File: src/hdl/pgg_pkg.sv
// Shared types, constants and helper functions of the polar Gaussian pair generator.
package pgg_pkg;

   localparam int SEED_W          = 27;
   localparam int NORM_W          = 32;
   localparam int STAT_W          = 2;
   localparam int TRY_W           = 16;
   localparam int SEED_DIGITS     = 9;
   localparam int LOG_STEPS       = 30;
   localparam int INT_DIV_STEPS   = 60;
   localparam int RATIO_BITS      = 60;

   localparam logic [30:0] TWO_LN2_Q30 = 31'd1488522236;

   localparam logic [STAT_W-1:0] ST_OK    = 2'd0;
   localparam logic [STAT_W-1:0] ST_RANGE = 2'd1;
   localparam logic [STAT_W-1:0] ST_FAIL  = 2'd2;

   localparam int OP_W = 5;
   localparam logic [OP_W-1:0] OP_NONE    = 5'd0;
   localparam logic [OP_W-1:0] OP_LOAD    = 5'd1;
   localparam logic [OP_W-1:0] OP_SETUP   = 5'd2;
   localparam logic [OP_W-1:0] OP_SQX     = 5'd3;
   localparam logic [OP_W-1:0] OP_DIV_R   = 5'd4;
   localparam logic [OP_W-1:0] OP_DIV_D   = 5'd5;
   localparam logic [OP_W-1:0] OP_TAKE_X  = 5'd6;
   localparam logic [OP_W-1:0] OP_ABS     = 5'd7;
   localparam logic [OP_W-1:0] OP_SQA     = 5'd8;
   localparam logic [OP_W-1:0] OP_SQB     = 5'd9;
   localparam logic [OP_W-1:0] OP_SUM     = 5'd10;
   localparam logic [OP_W-1:0] OP_CHK     = 5'd11;
   localparam logic [OP_W-1:0] OP_NORM    = 5'd12;
   localparam logic [OP_W-1:0] OP_DIV_M   = 5'd13;
   localparam logic [OP_W-1:0] OP_LOGINIT = 5'd14;
   localparam logic [OP_W-1:0] OP_LOGSQ   = 5'd15;
   localparam logic [OP_W-1:0] OP_LOGUPD  = 5'd16;
   localparam logic [OP_W-1:0] OP_WLO     = 5'd17;
   localparam logic [OP_W-1:0] OP_WHI     = 5'd18;
   localparam logic [OP_W-1:0] OP_WSUM    = 5'd19;
   localparam logic [OP_W-1:0] OP_SQRT_W  = 5'd20;
   localparam logic [OP_W-1:0] OP_TAKE_G  = 5'd21;
   localparam logic [OP_W-1:0] OP_DIV_A   = 5'd22;
   localparam logic [OP_W-1:0] OP_SQRT_C  = 5'd23;
   localparam logic [OP_W-1:0] OP_MUL_C   = 5'd24;
   localparam logic [OP_W-1:0] OP_MAG_A   = 5'd25;
   localparam logic [OP_W-1:0] OP_DIV_B   = 5'd26;
   localparam logic [OP_W-1:0] OP_MAG_B   = 5'd27;
   localparam logic [OP_W-1:0] OP_PUBLISH = 5'd28;

   typedef struct packed {
      logic [OP_W-1:0]   op;
      logic [STAT_W-1:0] code;
   } pgg_cmd_type;

   typedef struct packed {
      logic seed_bad;
      logic accept;
      logic norm_done;
      logic m_one;
      logic div_done;
      logic sqrt_done;
   } pgg_stat_type;

   function automatic logic [63:0] pow10(input logic [4:0] p);
      logic [63:0] v;
      case (p)
         5'd0:    v = 64'd1;
         5'd1:    v = 64'd10;
         5'd2:    v = 64'd100;
         5'd3:    v = 64'd1000;
         5'd4:    v = 64'd10000;
         5'd5:    v = 64'd100000;
         5'd6:    v = 64'd1000000;
         5'd7:    v = 64'd10000000;
         5'd8:    v = 64'd100000000;
         5'd9:    v = 64'd1000000000;
         5'd10:   v = 64'd10000000000;
         5'd11:   v = 64'd100000000000;
         5'd12:   v = 64'd1000000000000;
         5'd13:   v = 64'd10000000000000;
         5'd14:   v = 64'd100000000000000;
         5'd15:   v = 64'd1000000000000000;
         5'd16:   v = 64'd10000000000000000;
         5'd17:   v = 64'd100000000000000000;
         5'd18:   v = 64'd1000000000000000000;
         default: v = 64'd0;
      endcase
      return v;
   endfunction

   // number of decimal digits; zero gives zero
   function automatic logic [3:0] digit_count(input logic [SEED_W-1:0] s);
      logic [3:0] k;
      k = 4'd0;
      for (int i = 0; i < SEED_DIGITS; i++) begin
         if ({37'd0, s} >= pow10(5'(i))) k = k + 4'd1;
      end
      return k;
   endfunction

endpackage

File: src/hdl/pgg_ctrl.sv
// Controller: sequences the datapath through seeding, tries, log, roots and result hand-off.
module pgg_ctrl
   import pgg_pkg::*;
#(
   parameter int MAX_TRIES = 1000
)
(
   input  logic         clock,
   input  logic         reset,
   input  logic         req_valid,
   output logic         req_stall,
   output logic         rsp_valid,
   input  logic         rsp_stall,
   input  pgg_stat_type stat,
   output pgg_cmd_type  cmd
);

   localparam logic [5:0] S_IDLE    = 6'd0;
   localparam logic [5:0] S_SETUP   = 6'd1;
   localparam logic [5:0] S_SQX     = 6'd2;
   localparam logic [5:0] S_DIVR    = 6'd3;
   localparam logic [5:0] S_DIVR_W  = 6'd4;
   localparam logic [5:0] S_DIVD    = 6'd5;
   localparam logic [5:0] S_DIVD_W  = 6'd6;
   localparam logic [5:0] S_TAKEX   = 6'd7;
   localparam logic [5:0] S_ABS     = 6'd8;
   localparam logic [5:0] S_SQA     = 6'd9;
   localparam logic [5:0] S_SQB     = 6'd10;
   localparam logic [5:0] S_SUM     = 6'd11;
   localparam logic [5:0] S_CHK     = 6'd12;
   localparam logic [5:0] S_NORM    = 6'd13;
   localparam logic [5:0] S_DIVM    = 6'd14;
   localparam logic [5:0] S_DIVM_W  = 6'd15;
   localparam logic [5:0] S_LOGINIT = 6'd16;
   localparam logic [5:0] S_LOGSQ   = 6'd17;
   localparam logic [5:0] S_LOGUPD  = 6'd18;
   localparam logic [5:0] S_WLO     = 6'd19;
   localparam logic [5:0] S_WHI     = 6'd20;
   localparam logic [5:0] S_WSUM    = 6'd21;
   localparam logic [5:0] S_SQRTW   = 6'd22;
   localparam logic [5:0] S_SQRTW_W = 6'd23;
   localparam logic [5:0] S_TAKEG   = 6'd24;
   localparam logic [5:0] S_DIVA    = 6'd25;
   localparam logic [5:0] S_DIVA_W  = 6'd26;
   localparam logic [5:0] S_SQRTA   = 6'd27;
   localparam logic [5:0] S_SQRTA_W = 6'd28;
   localparam logic [5:0] S_MULA    = 6'd29;
   localparam logic [5:0] S_MAGA    = 6'd30;
   localparam logic [5:0] S_DIVB    = 6'd31;
   localparam logic [5:0] S_DIVB_W  = 6'd32;
   localparam logic [5:0] S_SQRTB   = 6'd33;
   localparam logic [5:0] S_SQRTB_W = 6'd34;
   localparam logic [5:0] S_MULB    = 6'd35;
   localparam logic [5:0] S_MAGB    = 6'd36;
   localparam logic [5:0] S_FIN     = 6'd37;

   logic [5:0]        state_ff, state_in;
   logic              warm_ff, warm_in;
   logic [TRY_W-1:0]  try_ff, try_in;
   logic [4:0]        iter_ff, iter_in;
   logic [STAT_W-1:0] code_ff, code_in;
   logic              valid_ff, valid_in;
   logic              slot_free;

   assign slot_free = !valid_ff || !rsp_stall;

   always_comb begin
      state_in = state_ff;
      warm_in  = warm_ff;
      try_in   = try_ff;
      iter_in  = iter_ff;
      code_in  = code_ff;
      valid_in = valid_ff && rsp_stall;
      cmd.op   = OP_NONE;
      cmd.code = code_ff;
      unique case (state_ff)
         S_IDLE: begin
            if (req_valid) begin
               cmd.op   = OP_LOAD;
               state_in = S_SETUP;
            end
         end
         S_SETUP: begin
            cmd.op  = OP_SETUP;
            warm_in = 1'b0;
            try_in  = '0;
            if (stat.seed_bad) begin
               code_in  = ST_RANGE;
               state_in = S_FIN;
            end else begin
               state_in = S_SQX;
            end
         end
         S_SQX: begin
            cmd.op   = OP_SQX;
            state_in = S_DIVR;
         end
         S_DIVR: begin
            cmd.op   = OP_DIV_R;
            state_in = S_DIVR_W;
         end
         S_DIVR_W: if (stat.div_done) state_in = S_DIVD;
         S_DIVD: begin
            cmd.op   = OP_DIV_D;
            state_in = S_DIVD_W;
         end
         S_DIVD_W: if (stat.div_done) state_in = S_TAKEX;
         S_TAKEX: begin
            cmd.op = OP_TAKE_X;
            if (!warm_ff) begin
               warm_in  = 1'b1;
               state_in = S_SQX;
            end else begin
               state_in = S_ABS;
            end
         end
         S_ABS: begin
            cmd.op   = OP_ABS;
            state_in = S_SQA;
         end
         S_SQA: begin
            cmd.op   = OP_SQA;
            state_in = S_SQB;
         end
         S_SQB: begin
            cmd.op   = OP_SQB;
            state_in = S_SUM;
         end
         S_SUM: begin
            cmd.op   = OP_SUM;
            state_in = S_CHK;
         end
         S_CHK: begin
            cmd.op = OP_CHK;
            if (stat.accept) begin
               state_in = S_NORM;
            end else if (try_ff == TRY_W'(MAX_TRIES - 1)) begin
               code_in  = ST_FAIL;
               state_in = S_FIN;
            end else begin
               try_in   = try_ff + 1'b1;
               state_in = S_SQX;
            end
         end
         S_NORM: begin
            cmd.op = OP_NORM;
            if (stat.norm_done) state_in = S_DIVM;
         end
         S_DIVM: begin
            cmd.op   = OP_DIV_M;
            state_in = S_DIVM_W;
         end
         S_DIVM_W: if (stat.div_done) state_in = S_LOGINIT;
         S_LOGINIT: begin
            cmd.op  = OP_LOGINIT;
            iter_in = 5'd0;
            state_in = stat.m_one ? S_WLO : S_LOGSQ;
         end
         S_LOGSQ: begin
            cmd.op   = OP_LOGSQ;
            state_in = S_LOGUPD;
         end
         S_LOGUPD: begin
            cmd.op = OP_LOGUPD;
            if (iter_ff == 5'(LOG_STEPS - 1)) begin
               state_in = S_WLO;
            end else begin
               iter_in  = iter_ff + 5'd1;
               state_in = S_LOGSQ;
            end
         end
         S_WLO: begin
            cmd.op   = OP_WLO;
            state_in = S_WHI;
         end
         S_WHI: begin
            cmd.op   = OP_WHI;
            state_in = S_WSUM;
         end
         S_WSUM: begin
            cmd.op   = OP_WSUM;
            state_in = S_SQRTW;
         end
         S_SQRTW: begin
            cmd.op   = OP_SQRT_W;
            state_in = S_SQRTW_W;
         end
         S_SQRTW_W: if (stat.sqrt_done) state_in = S_TAKEG;
         S_TAKEG: begin
            cmd.op   = OP_TAKE_G;
            state_in = S_DIVA;
         end
         S_DIVA: begin
            cmd.op   = OP_DIV_A;
            state_in = S_DIVA_W;
         end
         S_DIVA_W: if (stat.div_done) state_in = S_SQRTA;
         S_SQRTA: begin
            cmd.op   = OP_SQRT_C;
            state_in = S_SQRTA_W;
         end
         S_SQRTA_W: if (stat.sqrt_done) state_in = S_MULA;
         S_MULA: begin
            cmd.op   = OP_MUL_C;
            state_in = S_MAGA;
         end
         S_MAGA: begin
            cmd.op   = OP_MAG_A;
            state_in = S_DIVB;
         end
         S_DIVB: begin
            cmd.op   = OP_DIV_B;
            state_in = S_DIVB_W;
         end
         S_DIVB_W: if (stat.div_done) state_in = S_SQRTB;
         S_SQRTB: begin
            cmd.op   = OP_SQRT_C;
            state_in = S_SQRTB_W;
         end
         S_SQRTB_W: if (stat.sqrt_done) state_in = S_MULB;
         S_MULB: begin
            cmd.op   = OP_MUL_C;
            state_in = S_MAGB;
         end
         S_MAGB: begin
            cmd.op   = OP_MAG_B;
            code_in  = ST_OK;
            state_in = S_FIN;
         end
         S_FIN: begin
            if (slot_free) begin
               cmd.op   = OP_PUBLISH;
               valid_in = 1'b1;
               state_in = S_IDLE;
            end
         end
         default: state_in = S_IDLE;
      endcase
   end

   always_ff @(posedge clock) begin
      if (reset) begin
         state_ff <= S_IDLE;
         valid_ff <= 1'b0;
      end else begin
         state_ff <= state_in;
         valid_ff <= valid_in;
      end
   end

   always_ff @(posedge clock) begin
      warm_ff <= warm_in;
      try_ff  <= try_in;
      iter_ff <= iter_in;
      code_ff <= code_in;
   end

   assign req_stall = state_ff != S_IDLE;
   assign rsp_valid = valid_ff;

endmodule
File: config.mk
export PLATFORM = sky130hd
export DESIGN_NAME = pgg_ctrl
export DESIGN_NICKNAME = d
export VERILOG_FILES = /design/src/hdl/pgg_pkg.sv /design/src/hdl/pgg_ctrl.sv
export SDC_FILE = /design/constraint.sdc
export NUM_CORES = 1
export LEC_CHECK = 0
export BUFFER_PORTS_ARGS = -buffer_cell sky130_fd_sc_hd__buf_2
export CAP_MARGIN = 20
export CORE_MARGIN = 2
export CORE_UTILIZATION = 44
export CTS_CLUSTER_DIAMETER = 200
export DETAILED_ROUTE_END_ITERATION = 6
export PLACE_DENSITY = 0.69
export RECOVER_POWER = 100
export SYNTH_ARGS = -nofsm -noshare
export SYNTH_HDL_FRONTEND = slang
export SYNTH_SLANG_ARGS = --single-unit
File: constraint.sdc
create_clock -name clock -period 4.2 [get_ports clock]
set_clock_uncertainty 0.2 [all_clocks]
set_input_delay 0.84 -clock clock [delete_from_list [all_inputs] [get_ports clock]]
set_output_delay 0.84 -clock clock [all_outputs]
set_load 0.01 [all_outputs]
### Word-level counts from Yosys, hierarchy flattened

Cells that the tools add are included.

| cells by class | value |
|---|---|
| reductions and logical operators | 16 |
| div/mod/pow operators | 0 |
| equality and inequality tests | 55 |
| bitwise operators | 0 |
| muxes and demuxes | 33 |
| shift-type cells | 0 |
| $add $sub $neg | 2 |
| $mul | 0 |
| magnitude comparators | 0 |

Operator list:

| operator | number |
|---|---|
| $pmux W6 S38 | 1 |
| $pmux W5 S28 | 1 |
| $eq A6 B5 Y1 const B | 16 |
| $mux W6 | 14 |
| $eq A6 B4 Y1 const B | 8 |
| $eq A6 B6 Y1 const B | 6 |
| $mux W16 | 2 |
| $ne A2 B2 Y1 const B | 16 |
| $pmux W16 S2 | 1 |
| $eq A6 B3 Y1 const B | 4 |
| $add A16 B1 Y16 const B | 1 |
| $eq A16 B10 Y1 const B | 1 |
| $eq A6 B2 Y1 const B | 2 |
| $reduce_and A11 Y1 | 1 |
| $mux W2 | 5 |
| $mux W5 | 2 |
| $pmux W5 S2 | 1 |
| $eq A6 B1 Y1 const B | 1 |
| $logic_not A6 Y1 | 1 |
| $pmux W2 S3 | 1 |
| $reduce_bool A2 Y1 | 3 |
| $reduce_bool A6 Y1 | 1 |
| $add A5 B1 Y5 const B | 1 |
| $eq A5 B5 Y1 const B | 1 |
| other kinds (11) | 15 |

| storage, ports and cells | value |
|---|---|
| latch bits | 0 |
| register bits after elaboration | 31 |
| memory bits (writable) | 0 |
| memories kept | 0 |
| ROM bits | 0 |

### Logic depth before layout (Yosys ltp)

| logic depth | value |
|---|---|
| depth in word-level cells | 4 |
| gate-level depth with buffers | 8 |
| depth with buffers taken out | 7 |

### Least setup slack after synthesis

Ideal clock, no wire load.

| timing path | value |
|---|---|
| path type | register to output |
| start | register state_ff[4] |
| end | output port cmd[5] (netlist name) |
| arrival | 1636 ps |
| setup slack | 1524 ps |
| stages on the path, launching flop included | 8 |
| buffers on the path | 1 |
| cells stage by stage | dfxtp_1 clkbuf_1 or3b_2 nor2_1 a31oi_1 o21ai_0 nor2_1 o21ai_0 |

RTL lines:

| element | RTL line | source |
|---|---|---|
| start: declaration | pgg_ctrl.sv:57 | `logic [5:0] state_ff, state_in;` |
| start signal: assignment | pgg_ctrl.sv:246 | `state_ff <= state_in;` |
| end: declaration | pgg_ctrl.sv:15 | `output pgg_cmd_type cmd` |

==> results.py <==
metrics = {
    "route": {
        "wl_met1_um": 2680,
        "drt.antenna.violating_nets": 0,
        "avgViaCountPerCell": 5.96,
        "dr_wl_met3_um": 409,
        "wl_per_cell_um": 15.4,
        "wirelength_um": 5620,
        "vias": 2168,
        "drcViolationCount": 0,
        "met2_length_um": 2430,
        "drt_first_iter_violations": 267,
        "drt_first_pass_iters": 5,
        "top_layer": "met4",
    },
    "logic_synthesis": {
        "syn-instance-count": 284,
        "synthAdderAreaFrac": 0.0161,
        "syn_area_um2": 2330,
        "async_reset_ff_frac": 0,
        "synth.top_cells.by_area": "edfxtp_1 31%, nor2_1 7.6%, dfxtp_1 6.0%",
        "synth_top_area_frac": 0.309,
        "synth_commonest_cells": "47 x nor2_1, 24 x edfxtp_1, 22 x nand2_1",
        "yosys.area.top_type": "edfxtp_1",
        "syn_avg_cell_area_um2": 8.21,
        "synth_compound_area_frac": 0.216,
        "yosysUniqueCellTypes": 53,
        "synth_edf_count": 24,
        "yosys.area_share.simple": 0.288,
        "synthXorXnorAreaFrac": 0.0601,
        "synth_nets": 297,
        "synthMostInstantiatedCell": "nor2_1",
        "synth.area.mux_share": 0,
        "synth-warning-count": 0,
        "synth_seq_area_share": 0.369,
        "synth_top_family_by_area": "simple AND/OR/NAND/NOR gates",
        "synth_ff_type": "edfxtp_1",
        "synth.ff_latch_count": 31,
    },
    "setup_path": {
        "crit_buf_inv": 1,
        "cp-end-kind": "primary output",
        "r2r_start": "state_ff[2]",
        "critPathMaxStageDelay_ps": 1020,
        "crit_path_cell_trace": "nor2b_1 > nor3b_2 > nand2_1 > o21ai_0 > nor2_1 > o21ai_0 > clkbuf_1",
        "crit_arrival_ps": 2660,
        "crit_top_cell": "o21ai_0",
        "worst-setup-path-type": "reg -> out",
        "cp.required_ps": 3160,
        "slowest_stage": "dfxtp_1",
        "crit_start": "state_ff[2]",
        "cp-start-kind": "flip-flop",
        "cp_max_fo": 35,
        "path_delay_family": "flip-flops",
    },
    "finish": {
        "drive_above_1_share": 0.0748,
        "finalInstanceArea_um2": 2500,
        "nFillCells": 527,
        "area_delta_synth_final_pct": 7.09,
        "nets": 306,
        "diodes": 0,
    },
    "timing": {
        "relSlewSlack": 0.300,
        "timing.final.hold_violations": 0,
        "slew_viol_final": 0,
        "fmax_mhz": 270,
        "rsz0062_at_grt": "false",
        "min_period_ps": 3700,
        "setup_viol": 0,
        "worst_pin_slew_ps": 1050,
        "setup_tns_ps": 0,
        "fin_crit_sh": 0.882,
        "setup_slack_ps": 497,
    },
    "power_and_ir_drop": {
        "p_sw_uw": 601,
        "pwr-share-comb": 0.429,
        "p_int_uw": 770,
        "power.density_nw_per_um2": 549,
        "peakVddDrop_uv": 397,
        "power_switching_share": 0.438,
        "p_leak_uw": 0.000832,
        "pwr-share-seq": 0.409,
        "pwr-share-clk": 0.162,
    },
    "place": {
        "post-place-ws_ps": 927,
        "hpwl_um": 3900,
        "portBuffers": 18,
        "gp_congestion": 0.917,
        "placed_cell_area_um2": 2450,
    },
    "floorplan": {
        "ios": 19,
        "die_w_um": 76.8,
        "die-area_um2": 5900,
        "core_um2": 5110,
        "start_util": 0.456,
        "die_y_um": 76.8,
        "row_count": 26,
    },
    "outcome": {
        "run_status": "completed",
    },
    "hold_path": {
        "holdCritStartpoint": "state_ff[1]",
        "hold_class": "reg -> reg",
    },
    "flow_run": {
        "drv_cap": 0,
    },
    "clock_network": {
        "cts_tree": "done",
        "cts.sinks": 31,
        "cts_hold_buf": 0,
        "cts_resized": 0,
        "cts_buffers": 5,
        "clk_pin_slew_ps": 60,
        "clockBufferDepth": 2,
        "cts-root-buf": "clkbuf_8",
        "htree_levels": 2,
        "post-cts-setup-buffers": 0,
        "clk-insertion-delay-late_ps": 280,
    },
    "global_route": {
        "grtUsageTotal": 0.197,
        "grt_pass1_vias": 1949,
        "grt_first_pass_wirelength_um": 9520,
        "grt_start_max_net_pins": 36,
        "grt_antenna_before_repair": 0,
        "overflow": 0,
    },
}
logic make-up after synthesis:
group                    count (synthesis)
AND/OR/NAND/NOR                        133
flip-flops                              31
AO/OA/AOI/OAI                           73
adder cells (fa/ha/maj)                  3
buffers and inverters                   28
XOR/XNOR                                16
state kept, by name (all words and copies together), names as in the netlist:
register   count
code_ff        2
state_ff       6
warm_ff        1
try_ff        16
rsp_valid      1
iter_ff        5
worst reg2reg max path, cell delays in order, from the launching register on:
cell and delay (ps):
dfxtp_1 1020, nor2b_1 400, nand3_1 120, clkbuf_1 370, nor2_1 190, nand2_1 80, nand2_1 520
worst paths after layout:
check | end | slack [ps] | cells past startpoint
min | state_ff[1] | 290 | 1
min reg2reg | state_ff[1] | 290 | 1
max reg2reg | try_ff[10] | 930 | 6
max | cmd[5] | 500 | 7
cell type report:
class	count	area, um^2	share of cell area
well taps	70	87.6	0.0351
repair buffers	22	105	0.0421
inverters	8	30.0	0.0120
multi-input cells	225	1330	0.533
clock buffers	6	72.6	0.0291
clock inverters	2	8.76	0.00351
flip-flops and latches	31	861	0.345
power groups by stage:
| stage | clock [uW] | sequential [uW] | combinational (uW) |
|---|---|---|---|
| 2_1_floorplan | 0 | 490 | 510 |
| 5_1_grt | 240 | 581 | 662 |
| 3_3_place_gp | 0 | 561 | 608 |
| 3_5_place_dp | 0 | 563 | 605 |
| 6_report | 221 | 561 | 588 |
| 4_1_cts | 228 | 557 | 609 |
stage by stage:
| stage | cells | util | hold WS [ps] | power, uW |
|---|---|---|---|---|
| after detailed placement | 356 | 0.480 | 281 | 1170 |
| final | 364 | 0.489 | 291 | 1370 |
| after CTS | 364 | 0.496 | 295 | 1390 |
| after global routing | 364 | 0.489 | 321 | 1480 |
| after global placement | 356 | 0.480 | 263 | 1170 |
| after floorplan | 284 | - | 363 | 1000 |
cells in the final DEF (no fill, tap or decap), types with 3 or more instances in the layout:
cell	count
xnor2_1	6
buf_4	3
clkbuf_1	11
nand4_1	6
o31ai_1	4
nor2_1	47
nand4b_1	3
a22oi_1	4
xor2_1	10
edfxtp_1	24
nand3_1	15
nor3_1	6
or3_1	8
a211oi_1	3
a21oi_1	16
inv_1	8
buf_2	9
clkbuf_8	5
nor2b_1	6
o21ai_0	18
ha_1	3
dfxtp_1	7
a31oi_1	4
nand2_1	22
o22ai_1	5
o211ai_1	4
metal layers:
metal / up-vias / global-route usage
met5: - / 0
met4: 0 / 0.0636
met3: 10 / 0.0365
met2: 99 / 0.289
met1: 991 / 0.293
li1: 1068 / -
No activity file was read; power rests on OpenSTA's default activity.
